`src/design/lbm_pkg.sv`:
```
`default_nettype none
package lbm_pkg;

    localparam logic [3:0] MODE_NORMAL   = 4'd0;
    localparam logic [3:0] MODE_MULTIPLY = 4'd1;
    localparam logic [3:0] MODE_SCREEN   = 4'd2;
    localparam logic [3:0] MODE_OVERLAY  = 4'd3;
    localparam logic [3:0] MODE_SOFT     = 4'd4;
    localparam logic [3:0] MODE_HARD     = 4'd5;
    localparam logic [3:0] MODE_DODGE    = 4'd6;
    localparam logic [3:0] MODE_BURN     = 4'd7;
    localparam logic [3:0] MODE_DARKEN   = 4'd8;
    localparam logic [3:0] MODE_LIGHTEN  = 4'd9;
    localparam logic [3:0] MODE_DIFF     = 4'd10;
    localparam logic [3:0] MODE_EXCL     = 4'd11;

    localparam logic [0:0] REG_MODE    = 1'b0;
    localparam logic [0:0] REG_OPACITY = 1'b1;

    localparam int REM_W = 26;
    localparam int DIV_W = 16;

    typedef struct packed {
        logic [REM_W-1:0] rem;
        logic [DIV_W-1:0] div;
        logic [7:0]       quo;
        logic             sat;
        logic [7:0]       base;
    } div_beat_t;

    // round(256 * sqrt(b / 255)), ties up
    function automatic logic [8:0] sqrt_q8(input int unsigned b);
        longint unsigned t;
        longint unsigned s;
        t = 64'd65536 * 64'(b);
        s = 0;
        for (int k = 1; k <= 256; k++)
        begin
            if (64'd255 * 64'(k) * 64'(k) <= t)
            begin
                s = 64'(k);
            end
        end
        if (64'd255 * (2 * s + 1) * (2 * s + 1) <= 4 * t)
        begin
            s = s + 1;
        end
        return s[8:0];
    endfunction

endpackage
`default_nettype wire

```
`src/design/layer_blend_mode_mixer.sv`:
```
// channel  direction  handshake                       payload
// in       input      in_valid / in_ready             base_value, blend_value
// out      output     out_valid / out_ready           mixed_value
// cfg      input      psel, penable, pwrite, pready   paddr, pwdata, prdata
//
// one beat per cycle while the output is not stalled; two front stages, eight divide cells, mix
// the divide cells form a chain, each resolving one quotient bit per cycle
// the whole chain advances together; a stalled output holds every stage
// reset clears all stage valids and sets mode normal, opacity one
`default_nettype none
module layer_blend_mode_mixer #(
    parameter int OPACITY_FRAC_BITS = 8
) (
    input  wire         clk,
    input  wire         rst_n,
    input  wire         in_valid,
    output logic        in_ready,
    input  wire  [7:0]  base_value,
    input  wire  [7:0]  blend_value,
    output logic        out_valid,
    input  wire         out_ready,
    output logic [7:0]  mixed_value,
    input  wire         psel,
    input  wire         penable,
    input  wire         pwrite,
    input  wire  [2:0]  paddr,
    input  wire  [31:0] pwdata,
    output logic [31:0] prdata,
    output logic        pready
);
    import lbm_pkg::*;

    logic        en;
    logic [3:0]  mode_reg;
    logic [8:0]  opacity_reg;
    logic        wr;
    logic [0:0]  idx;

    logic        valid_chain [9];
    div_beat_t   beat_chain  [9];

    assign en       = !out_valid || out_ready;
    assign in_ready = en;
    assign pready   = 1'b1;
    assign idx      = paddr[2];
    assign wr       = psel && penable && pwrite;

    always_ff @(posedge clk or negedge rst_n)
    begin
        if (!rst_n)
        begin
            mode_reg    <= MODE_NORMAL;
            opacity_reg <= 9'd256;
        end
        else if (wr)
        begin
            case (idx)
                REG_MODE:    mode_reg    <= pwdata[3:0];
                REG_OPACITY: opacity_reg <= pwdata[8:0];
                default:     mode_reg    <= mode_reg;
            endcase
        end
    end

    always_comb
    begin
        case (idx)
            REG_MODE:    prdata = 32'(mode_reg);
            REG_OPACITY: prdata = 32'(opacity_reg);
            default:     prdata = 32'd0;
        endcase
    end

    lbm_front u_front (
        .clk         (clk),
        .rst_n       (rst_n),
        .en          (en),
        .in_valid    (in_valid),
        .base_value  (base_value),
        .blend_value (blend_value),
        .mode        (mode_reg),
        .out_valid   (valid_chain[0]),
        .out_beat    (beat_chain[0])
    );

    for (genvar i = 0; i < 8; i++)
    begin : g_cell
        lbm_div_cell #(
            .K (7 - i)
        ) u_cell (
            .clk       (clk),
            .rst_n     (rst_n),
            .en        (en),
            .in_valid  (valid_chain[i]),
            .in_beat   (beat_chain[i]),
            .out_valid (valid_chain[i+1]),
            .out_beat  (beat_chain[i+1])
        );
    end

    lbm_mix #(
        .OPACITY_FRAC_BITS (OPACITY_FRAC_BITS)
    ) u_mix (
        .clk         (clk),
        .rst_n       (rst_n),
        .en          (en),
        .in_valid    (valid_chain[8]),
        .in_beat     (beat_chain[8]),
        .opacity     (opacity_reg),
        .out_valid   (out_valid),
        .mixed_value (mixed_value)
    );

endmodule
`default_nettype wire

```
`src/design/lbm_front.sv`:
```
`default_nettype none
module lbm_front (
    input  wire                    clk,
    input  wire                    rst_n,
    input  wire                    en,
    input  wire                    in_valid,
    input  wire  [7:0]             base_value,
    input  wire  [7:0]             blend_value,
    input  wire  [3:0]             mode,
    output logic                   out_valid,
    output lbm_pkg::div_beat_t     out_beat
);
    import lbm_pkg::*;

    logic [8:0]  sqrt_tab [256];
    logic        a_valid_reg;
    logic [15:0] p1_reg, p2_reg, bb_reg;
    logic [8:0]  sq_reg;
    logic [7:0]  b_reg, l_reg;
    logic        b_valid_reg;
    div_beat_t   beat_reg, beat_next;

    logic signed [27:0] bs, ls, p1s, p2s, bbs, sqs, n;
    logic [DIV_W-1:0]   d;

    for (genvar i = 0; i < 256; i++)
    begin : g_tab
        assign sqrt_tab[i] = sqrt_q8(i);
    end

    always_ff @(posedge clk or negedge rst_n)
    begin
        if (!rst_n)
        begin
            a_valid_reg <= 1'b0;
            b_valid_reg <= 1'b0;
        end
        else if (en)
        begin
            a_valid_reg <= in_valid;
            b_valid_reg <= a_valid_reg;
        end
    end

    always_ff @(posedge clk)
    begin
        if (en)
        begin
            p1_reg   <= 16'(base_value) * 16'(blend_value);
            p2_reg   <= 16'(8'd255 - base_value) * 16'(8'd255 - blend_value);
            bb_reg   <= 16'(base_value) * 16'(8'd255 - base_value);
            sq_reg   <= sqrt_tab[base_value];
            b_reg    <= base_value;
            l_reg    <= blend_value;
            beat_reg <= beat_next;
        end
    end

    assign bs  = 28'(b_reg);
    assign ls  = 28'(l_reg);
    assign p1s = 28'(p1_reg);
    assign p2s = 28'(p2_reg);
    assign bbs = 28'(bb_reg);
    assign sqs = 28'(sq_reg);

    always_comb
    begin
        n = ls;
        d = 16'd1;
        case (mode)
            MODE_MULTIPLY:
            begin
                n = p1s;
                d = 16'd255;
            end
            MODE_SCREEN:
            begin
                n = 28'sd65025 - p2s;
                d = 16'd255;
            end
            MODE_OVERLAY:
            begin
                n = b_reg[7] ? 28'sd65025 - 28'sd2 * p2s : 28'sd2 * p1s;
                d = 16'd255;
            end
            MODE_HARD:
            begin
                n = l_reg[7] ? 28'sd65025 - 28'sd2 * p2s : 28'sd2 * p1s;
                d = 16'd255;
            end
            MODE_SOFT:
            begin
                if (!l_reg[7])
                begin
                    n = 28'sd65025 * bs - (28'sd255 - 28'sd2 * ls) * bbs;
                    d = 16'd65025;
                end
                else
                begin
                    n = 28'sd65280 * bs
                        + (28'sd2 * ls - 28'sd255) * (28'sd255 * sqs - 28'sd256 * bs);
                    d = 16'd65280;
                end
            end
            MODE_DODGE:
            begin
                if (l_reg == 8'd255)
                begin
                    n = 28'sd255;
                    d = 16'd1;
                end
                else
                begin
                    n = 28'sd255 * bs;
                    d = 16'(8'd255 - l_reg);
                end
            end
            MODE_BURN:
            begin
                if (l_reg == 8'd0)
                begin
                    n = 28'sd0;
                    d = 16'd1;
                end
                else
                begin
                    n = 28'sd255 * (ls + bs - 28'sd255);
                    d = 16'(l_reg);
                end
            end
            MODE_DARKEN:  n = (b_reg < l_reg) ? bs : ls;
            MODE_LIGHTEN: n = (b_reg > l_reg) ? bs : ls;
            MODE_DIFF:    n = (b_reg > l_reg) ? bs - ls : ls - bs;
            MODE_EXCL:
            begin
                n = 28'sd255 * (bs + ls) - 28'sd2 * p1s;
                d = 16'd255;
            end
            default:
            begin
                n = ls;
                d = 16'd1;
            end
        endcase
    end

    always_comb
    begin
        beat_next      = '0;
        beat_next.rem  = n[27] ? '0 : n[REM_W-1:0];
        beat_next.div  = d;
        beat_next.quo  = 8'd0;
        beat_next.sat  = 1'b0;
        beat_next.base = b_reg;
    end

    assign out_valid = b_valid_reg;
    assign out_beat  = beat_reg;

endmodule
`default_nettype wire

```
`src/design/lbm_div_cell.sv`:
```
`default_nettype none
module lbm_div_cell #(
    parameter int K = 7
) (
    input  wire                    clk,
    input  wire                    rst_n,
    input  wire                    en,
    input  wire                    in_valid,
    input  lbm_pkg::div_beat_t     in_beat,
    output logic                   out_valid,
    output lbm_pkg::div_beat_t     out_beat
);
    import lbm_pkg::*;

    logic             valid_reg;
    div_beat_t        beat_reg, beat_next;
    logic [REM_W-1:0] step, over;
    logic             ge;

    assign step = REM_W'(in_beat.div) << K;
    assign over = REM_W'(in_beat.div) << (K + 1);
    assign ge   = in_beat.rem >= step;

    always_comb
    begin
        beat_next     = in_beat;
        beat_next.rem = ge ? in_beat.rem - step : in_beat.rem;
        beat_next.quo = in_beat.quo | (8'(ge) << K);
        beat_next.sat = in_beat.sat | (in_beat.rem >= over);
    end

    always_ff @(posedge clk or negedge rst_n)
    begin
        if (!rst_n)
        begin
            valid_reg <= 1'b0;
        end
        else if (en)
        begin
            valid_reg <= in_valid;
        end
    end

    always_ff @(posedge clk)
    begin
        if (en)
        begin
            beat_reg <= beat_next;
        end
    end

    assign out_valid = valid_reg;
    assign out_beat  = beat_reg;

endmodule
`default_nettype wire

```
`src/design/lbm_mix.sv`:
```
`default_nettype none
module lbm_mix #(
    parameter int OPACITY_FRAC_BITS = 8
) (
    input  wire                    clk,
    input  wire                    rst_n,
    input  wire                    en,
    input  wire                    in_valid,
    input  lbm_pkg::div_beat_t     in_beat,
    input  wire  [8:0]             opacity,
    output logic                   out_valid,
    output logic [7:0]             mixed_value
);
    import lbm_pkg::*;

    localparam int OPW  = (OPACITY_FRAC_BITS + 1 > 9) ? OPACITY_FRAC_BITS + 1 : 9;
    localparam int SUMW = OPW + 9;
    localparam logic [OPW-1:0]  ONE  = OPW'(1) << OPACITY_FRAC_BITS;
    localparam logic [SUMW-1:0] HALF = SUMW'(ONE >> 1);

    logic            valid_reg;
    logic [7:0]      mixed_reg, mixed_next;
    logic [OPW-1:0]  op, opx;
    logic [7:0]      m;
    logic [SUMW-1:0] sum, v;

    assign opx = OPW'(opacity);
    assign op  = (opx > ONE) ? ONE : opx;
    assign m   = in_beat.sat ? 8'd255 : in_beat.quo;
    assign sum = SUMW'(in_beat.base) * SUMW'(ONE - op) + SUMW'(m) * SUMW'(op) + HALF;
    assign v   = sum >> OPACITY_FRAC_BITS;
    assign mixed_next = (v > SUMW'(255)) ? 8'd255 : v[7:0];

    always_ff @(posedge clk or negedge rst_n)
    begin
        if (!rst_n)
        begin
            valid_reg <= 1'b0;
        end
        else if (en)
        begin
            valid_reg <= in_valid;
        end
    end

    always_ff @(posedge clk)
    begin
        if (en)
        begin
            mixed_reg <= mixed_next;
        end
    end

    assign out_valid   = valid_reg;
    assign mixed_value = mixed_reg;

endmodule
`default_nettype wire

```
`config.mk`:
```
export PLATFORM = sky130hd
export DESIGN_NAME = layer_blend_mode_mixer
export DESIGN_NICKNAME = d
export VERILOG_FILES = /design/src/design/lbm_pkg.sv /design/src/design/layer_blend_mode_mixer.sv /design/src/design/lbm_front.sv /design/src/design/lbm_div_cell.sv /design/src/design/lbm_mix.sv
export SDC_FILE = /design/constraint.sdc
export NUM_CORES = 2
export LEC_CHECK = 0
export BUFFER_PORTS_ARGS = -buffer_cell sky130_fd_sc_hd__buf_2
export CAP_MARGIN = 40
export CORE_ASPECT_RATIO = 1.5
export CORE_MARGIN = 1.5
export CORE_UTILIZATION = 48
export DETAILED_ROUTE_END_ITERATION = 7
export HOLD_SLACK_MARGIN = 0.15
export PLACE_DENSITY_LB_ADDON = 0.12
export SYNTH_ARGS = -nofsm -noshare
export SYNTH_HDL_FRONTEND = slang
export SYNTH_HIERARCHICAL = 1
export SYNTH_SLANG_ARGS = --single-unit
```
`constraint.sdc`:
```
create_clock -name clk -period 29.2 [get_ports clk]
set_input_delay 2.92 -clock clk [delete_from_list [all_inputs] [get_ports clk]]
set_output_delay 2.92 -clock clk [all_outputs]
set_load 0.02 [all_outputs]
```
### Word-level counts from Yosys, hierarchy flattened

Memories as Yosys holds them, arrays and structs flattened. A register that Yosys moved wholly into a read port is not among the register bits.
Index checks and enable logic that the tools add are counted.

* bits in read-only memories: 2304
* word-level logic and storage cells: 178
* register bits: 569
* input bits: 58
* memories kept: 1

Memories
* (no name shown): depth 256, width 9, read ports 1, clocked after Yosys merged registers in 1, write ports 0, line lbm_front.sv:52 `sq_reg <= sqrt_tab[base_value];`

* bitwise gates (word level): 16
* multipliers: 13
* multiplexer cells: 23
* equality and inequality tests: 12
* magnitude comparators: 20
* reduce and logical (&&, ||, !) cells: 8
* add/subtract/negate cells: 25

Operator list (count)
* 28-bit case mux with 11 select lines: 1
* 26-bit two-way mux: 7
* 28-bit two-way mux: 6
* 16-bit case mux with 4 select lines: 1
* 32-bit case mux with 2 select lines: 1
* 9-bit by 28-bit multiplier with 28-bit output, first input constant: 2
* 26-bit by 17-bit greater-or-equal comparator with 1-bit output: 2
* 26-bit by 18-bit greater-or-equal comparator with 1-bit output: 2
* 26-bit by 19-bit greater-or-equal comparator with 1-bit output: 2
* 26-bit by 20-bit greater-or-equal comparator with 1-bit output: 2
* 26-bit by 21-bit greater-or-equal comparator with 1-bit output: 2
* 26-bit by 22-bit greater-or-equal comparator with 1-bit output: 2
* 26-bit by 23-bit greater-or-equal comparator with 1-bit output: 2
* 8-bit by 8-bit multiplier with 16-bit output, first input constant: 2
* 8-bit two-way mux: 4
* 28-bit adder: 1
* 28-bit by 17-bit multiplier with 28-bit output: 1
* 28-bit by 28-bit multiplier with 28-bit output: 1
* 28-bit by 17-bit subtractor with 28-bit output: 1
* 28-bit by 18-bit subtractor with 28-bit output: 1
* 28-bit subtractor: 1
* 28-bit by 9-bit subtractor with 28-bit output, second input constant: 1
* 8-bit by 8-bit subtractor with 9-bit output, first input constant: 3
* 26-bit by 16-bit greater-or-equal comparator with 1-bit output: 1
* 51 further kinds: 68

### Logic depth before layout (Yosys ltp)

* depth in word-level cells: 7
* mapped depth: 40
* gate-level depth less buffers: 39

### Cells and area by module

The synthesis kept the hierarchy.

Modules (own cells, without submodules)
* lbm_front: instances 1, cells each 4100, area each 36468.7 µm²
* lbm_mix: instances 1, cells each 661, area each 6150.9 µm²
* lbm_div_cell (g_cell[5].u_cell): instances 1, cells each 315, area each 3612.2 µm²
* lbm_div_cell (g_cell[4].u_cell): instances 1, cells each 316, area each 3517.1 µm²
* lbm_div_cell (g_cell[7].u_cell): instances 1, cells each 303, area each 3504.6 µm²
* lbm_div_cell (g_cell[6].u_cell): instances 1, cells each 305, area each 3459.6 µm²
* lbm_div_cell (g_cell[3].u_cell): instances 1, cells each 286, area each 3449.6 µm²
* lbm_div_cell (g_cell[1].u_cell): instances 1, cells each 289, area each 3339.5 µm²
* lbm_div_cell (g_cell[2].u_cell): instances 1, cells each 283, area each 3319.4 µm²
* lbm_div_cell (g_cell[0].u_cell): instances 1, cells each 275, area each 3299.4 µm²
* layer_blend_mode_mixer: instances 1, cells each 65, area each 790.8 µm²

### Worst setup path after synthesis

No wires, ideal clock.

* path kind: input port to output port
* start: input port out_ready
* end: output port in_ready
* path slack: 8.773 ns
* stages: 1
* data required time: 26.280 ns
* path buffers: 0
* data arrival time: 17.507 ns
* path through: nand2b_1

* longest elaborated chain between the ends: 1

RTL lines
* from (decl): line layer_blend_mode_mixer.sv:21 `input wire out_ready,`
* 1-bit logical OR: line layer_blend_mode_mixer.sv:42 `assign en = !out_valid || out_ready;`
* to (decl): line layer_blend_mode_mixer.sv:17 `output logic in_ready,`

Every way passes these cells.

### Worst setup path after layout

* start: register u_front.sq_reg[0]
* end: register u_front.beat_reg (netlist bit u_front/out_beat[47]) (data pin)

* longest elaborated chain between the ends: 6

RTL lines
* from (decl): line lbm_front.sv:18 `logic [8:0] sq_reg;`
* 8-bit by 9-bit multiplier with 17-bit output: line lbm_front.sv:101 `+ (28'sd2 * ls - 28'sd255) * (28'sd255 * sqs - 28'sd256 * bs);`
* 28-bit by 17-bit subtractor with 28-bit output: line lbm_front.sv:101
* 28-bit by 28-bit multiplier with 28-bit output: line lbm_front.sv:101
* 28-bit adder: line lbm_front.sv:101
* 28-bit two-way mux: line lbm_front.sv:93 `if (!l_reg[7])`
* 28-bit case mux with 11 select lines: line lbm_front.sv:70 `case (mode)`
* to (signal assigned): line lbm_front.sv:55 `beat_reg <= beat_next;`
* to (decl): line lbm_front.sv:21 `div_beat_t beat_reg, beat_next;`

Every way passes these cells.
A chain may end at the register's enable or synchronous reset.

==> results.rst <==
.. list-table::
   :header-rows: 1

   * - Metric
     - Value
   * - Number of setup violations in the final report
     - 0
   * - Routability-driven placement congestion ratio
     - 0.961
   * - Max FFs per register
     - 430
   * - Detailed placer's ending HPWL
     - 155 mm
   * - Die Outline Area
     - 146000 um2
   * - Share of cells above drive strength 1
     - 5.95%
   * - Number of input and output port buffers inserted
     - 51
   * - Run status
     - finished clean
   * - All-Layer GR Usage
     - 26.3%
   * - Cells after synthesis
     - 7030
   * - Antenna violations before repair
     - 4
   * - I/O pins
     - 101
   * - Worst slew margin
     - 35.8%
   * - Post-synth design cell area
     - 68900 um2
   * - Max-cap violation count
     - 0
   * - Setup repair bufs after CTS
     - 0
   * - Crit path required time
     - 29.61 ns
   * - Warning count from the yosys run
     - 6
   * - Count of routing violations after the opening detailed-route iteration
     - 2576
   * - First-pass DRT Iterations
     - 6
   * - Worst setup path end
     - u_front/out_beat[47]$_SDFFCE_PP0P_
   * - Deepest level of the CTS H-tree
     - 2
   * - Logic depth of the worst path, buffers included
     - 37
   * - Quantity of hold-fixing buffers added after cts
     - 0
   * - Remaining antenna violation count after routing
     - 0
   * - Path depth of the worst reg2reg path
     - 37
   * - Arrival time at the worst endpoint
     - 12.59 ns
   * - Cell Rows
     - 170
   * - Transition time at the pin with the least slew margin
     - 0.963 ns
   * - Vias per inst
     - 5.52
   * - Placeable core region
     - 143000 um2
   * - Fin nets
     - 8635
   * - Max Fclk
     - 82.1 MHz
   * - Reg2reg start
     - u_front/sq_reg[0]$_DFFE_PP_
   * - Clock network latency to the later pin of the worst-skew pair
     - 0.71 ns
   * - Wire per inst
     - 21.1 um
   * - Total wirelength of the detailed-routed design
     - 189 mm
   * - Maximum number of buffers from clock root to sink
     - 3
   * - Wire length of the first global-routing pass
     - 295 mm
   * - CTS tree
     - yes
   * - Startpoint of the most critical setup path
     - u_front/sq_reg[0]$_DFFE_PP_
   * - Most numerous cell on the critical path
     - fa_1
   * - Total overflow reported by the global router
     - 0
   * - Crit Path Class
     - reg2reg
   * - Maximum fanout along the worst path
     - 26
   * - Flop2flop setup slack
     - 17.02 ns
   * - Top Family by Delay on Critical Path
     - adder cells
   * - CTS Buf Count
     - 60
   * - Final worst path period share
     - 41.7%
   * - Library cell used as clock root buffer
     - clkbuf_16
   * - Sort of element at the start of the critical path
     - flip-flop
   * - Setup repair after global routing missed its margin
     - false
   * - Crit path buffers/inverters
     - 8
   * - Layout-stage area growth over the synthesis result
     - 6.23%
   * - TritonCTS Sinks
     - 578
   * - Vias in the first global route
     - 53000
   * - Sum of negative setup slack
     - 0 ns
   * - Largest net degree at the start of global routing
     - 177
   * - Final min period
     - 12.18 ns
   * - PostCTS Resize Cnt
     - 0
   * - Largest clock skew in the final design
     - 0.0493 ns
   * - Post-Syn Area per Cell
     - 9.80 um2
   * - End of the worst register-to-register path
     - u_front/out_beat[47]$_SDFFCE_PP0P_
   * - Clock-pin slew on the worst setup and hold paths
     - 0.07 ns
   * - Horizontal die dimension
     - 312 um
   * - DRC violations left
     - 0
   * - Hold/Removal Path Class
     - reg2reg
   * - Total count of max-transition violations in the final report
     - 0
   * - Number of hold-slack violations in the final timing report
     - 0
   * - Type of destination of the critical path
     - flip-flop
   * - Die boundary height
     - 467 um
   * - Total number of vias
     - 49500
   * - Initial core utilization
     - 48.2%
   * - Cell type of the slowest stage on the worst timing path
     - ha_1
   * - Maximum single-stage delay on the critical path
     - 0.93 ns
worst min path at each step:
| stage | from | end | slack, ns | cells after the start |
|---|---|---|---|---|
| after floorplan | u_front/out_beat[0]$_DFFE_PP_ | g_cell[0].u_cell/out_beat[0]$_DFFE_PP_ | 0.40 | 0 |
| after global placement | g_cell[3].u_cell/out_beat[16]$_DFFE_PP_ | g_cell[4].u_cell/out_beat[16]$_DFFE_PP_ | 0.40 | 0 |
| after detailed placement | g_cell[4].u_cell/out_beat[10]$_DFFE_PP_ | g_cell[5].u_cell/out_beat[10]$_DFFE_PP_ | 0.40 | 0 |
| after CTS | g_cell[0].u_cell/out_beat[36]$_DFFE_PP_ | g_cell[1].u_cell/out_beat[36]$_DFFE_PP_ | 0.41 | 0 |
| after global routing | g_cell[0].u_cell/out_beat[4]$_DFFE_PP_ | g_cell[1].u_cell/out_beat[4]$_DFFE_PP_ | 0.42 | 0 |
| final | g_cell[5].u_cell/out_beat[0]$_DFFE_PP_ | g_cell[6].u_cell/out_beat[0]$_DFFE_PP_ | 0.41 | 0 |
per-stage QoR:
stage | cells | hold WS [ns] | worst slack (ns) | area, um2 | util, %
after floorplan | 7073 | 0.400 | 9.77 | 69000 | -
final | 8965 | 0.409 | 17.02 | 73200 | 51.3
after global routing | 8963 | 0.416 | 16.37 | 73200 | 51.3
after detailed placement | 8851 | 0.405 | 17.13 | 71000 | 49.8
after global placement | 8832 | 0.401 | 17.13 | 70900 | 49.7
after CTS | 8962 | 0.411 | 17.05 | 73100 | 51.3
per-layer routing:
metal,global-route usage (%),part of all wire (%),routed length (um)
met1,25.8,34,63900
met4,16.9,7.6,14400
met5,0,0,0
met3,2.22,3.1,5830
met2,52.0,55,105000
cell usage in the layout (no fill, tap or decap), types with 76 or more instances in the layout:
cell and instances:
fa_1 760, nor2_1 519, inv_1 1233, o21ai_0 254, nand3_1 76, nand2_1 473
edfxtp_1 554, nor2b_1 106, xor2_1 121, ha_1 796, xnor2_1 218, a21oi_1 373
and2_1 162, nor3_1 77, a21o_1 106
cell type report:
class                   count  area (um2)
multi-input cells        5007       45900
fillers                 13300       69600
clock buffers              66        1520
clock inverters            45         587
diodes                      3        7.51
inverters                1247        4680
repair buffers            127         878
flip-flops and latches    578       17200
well taps                1892        2370
Power is left out: the tool's default activity adds up to more than one toggle a clock period on the data nets, which glitch-free logic cannot reach.
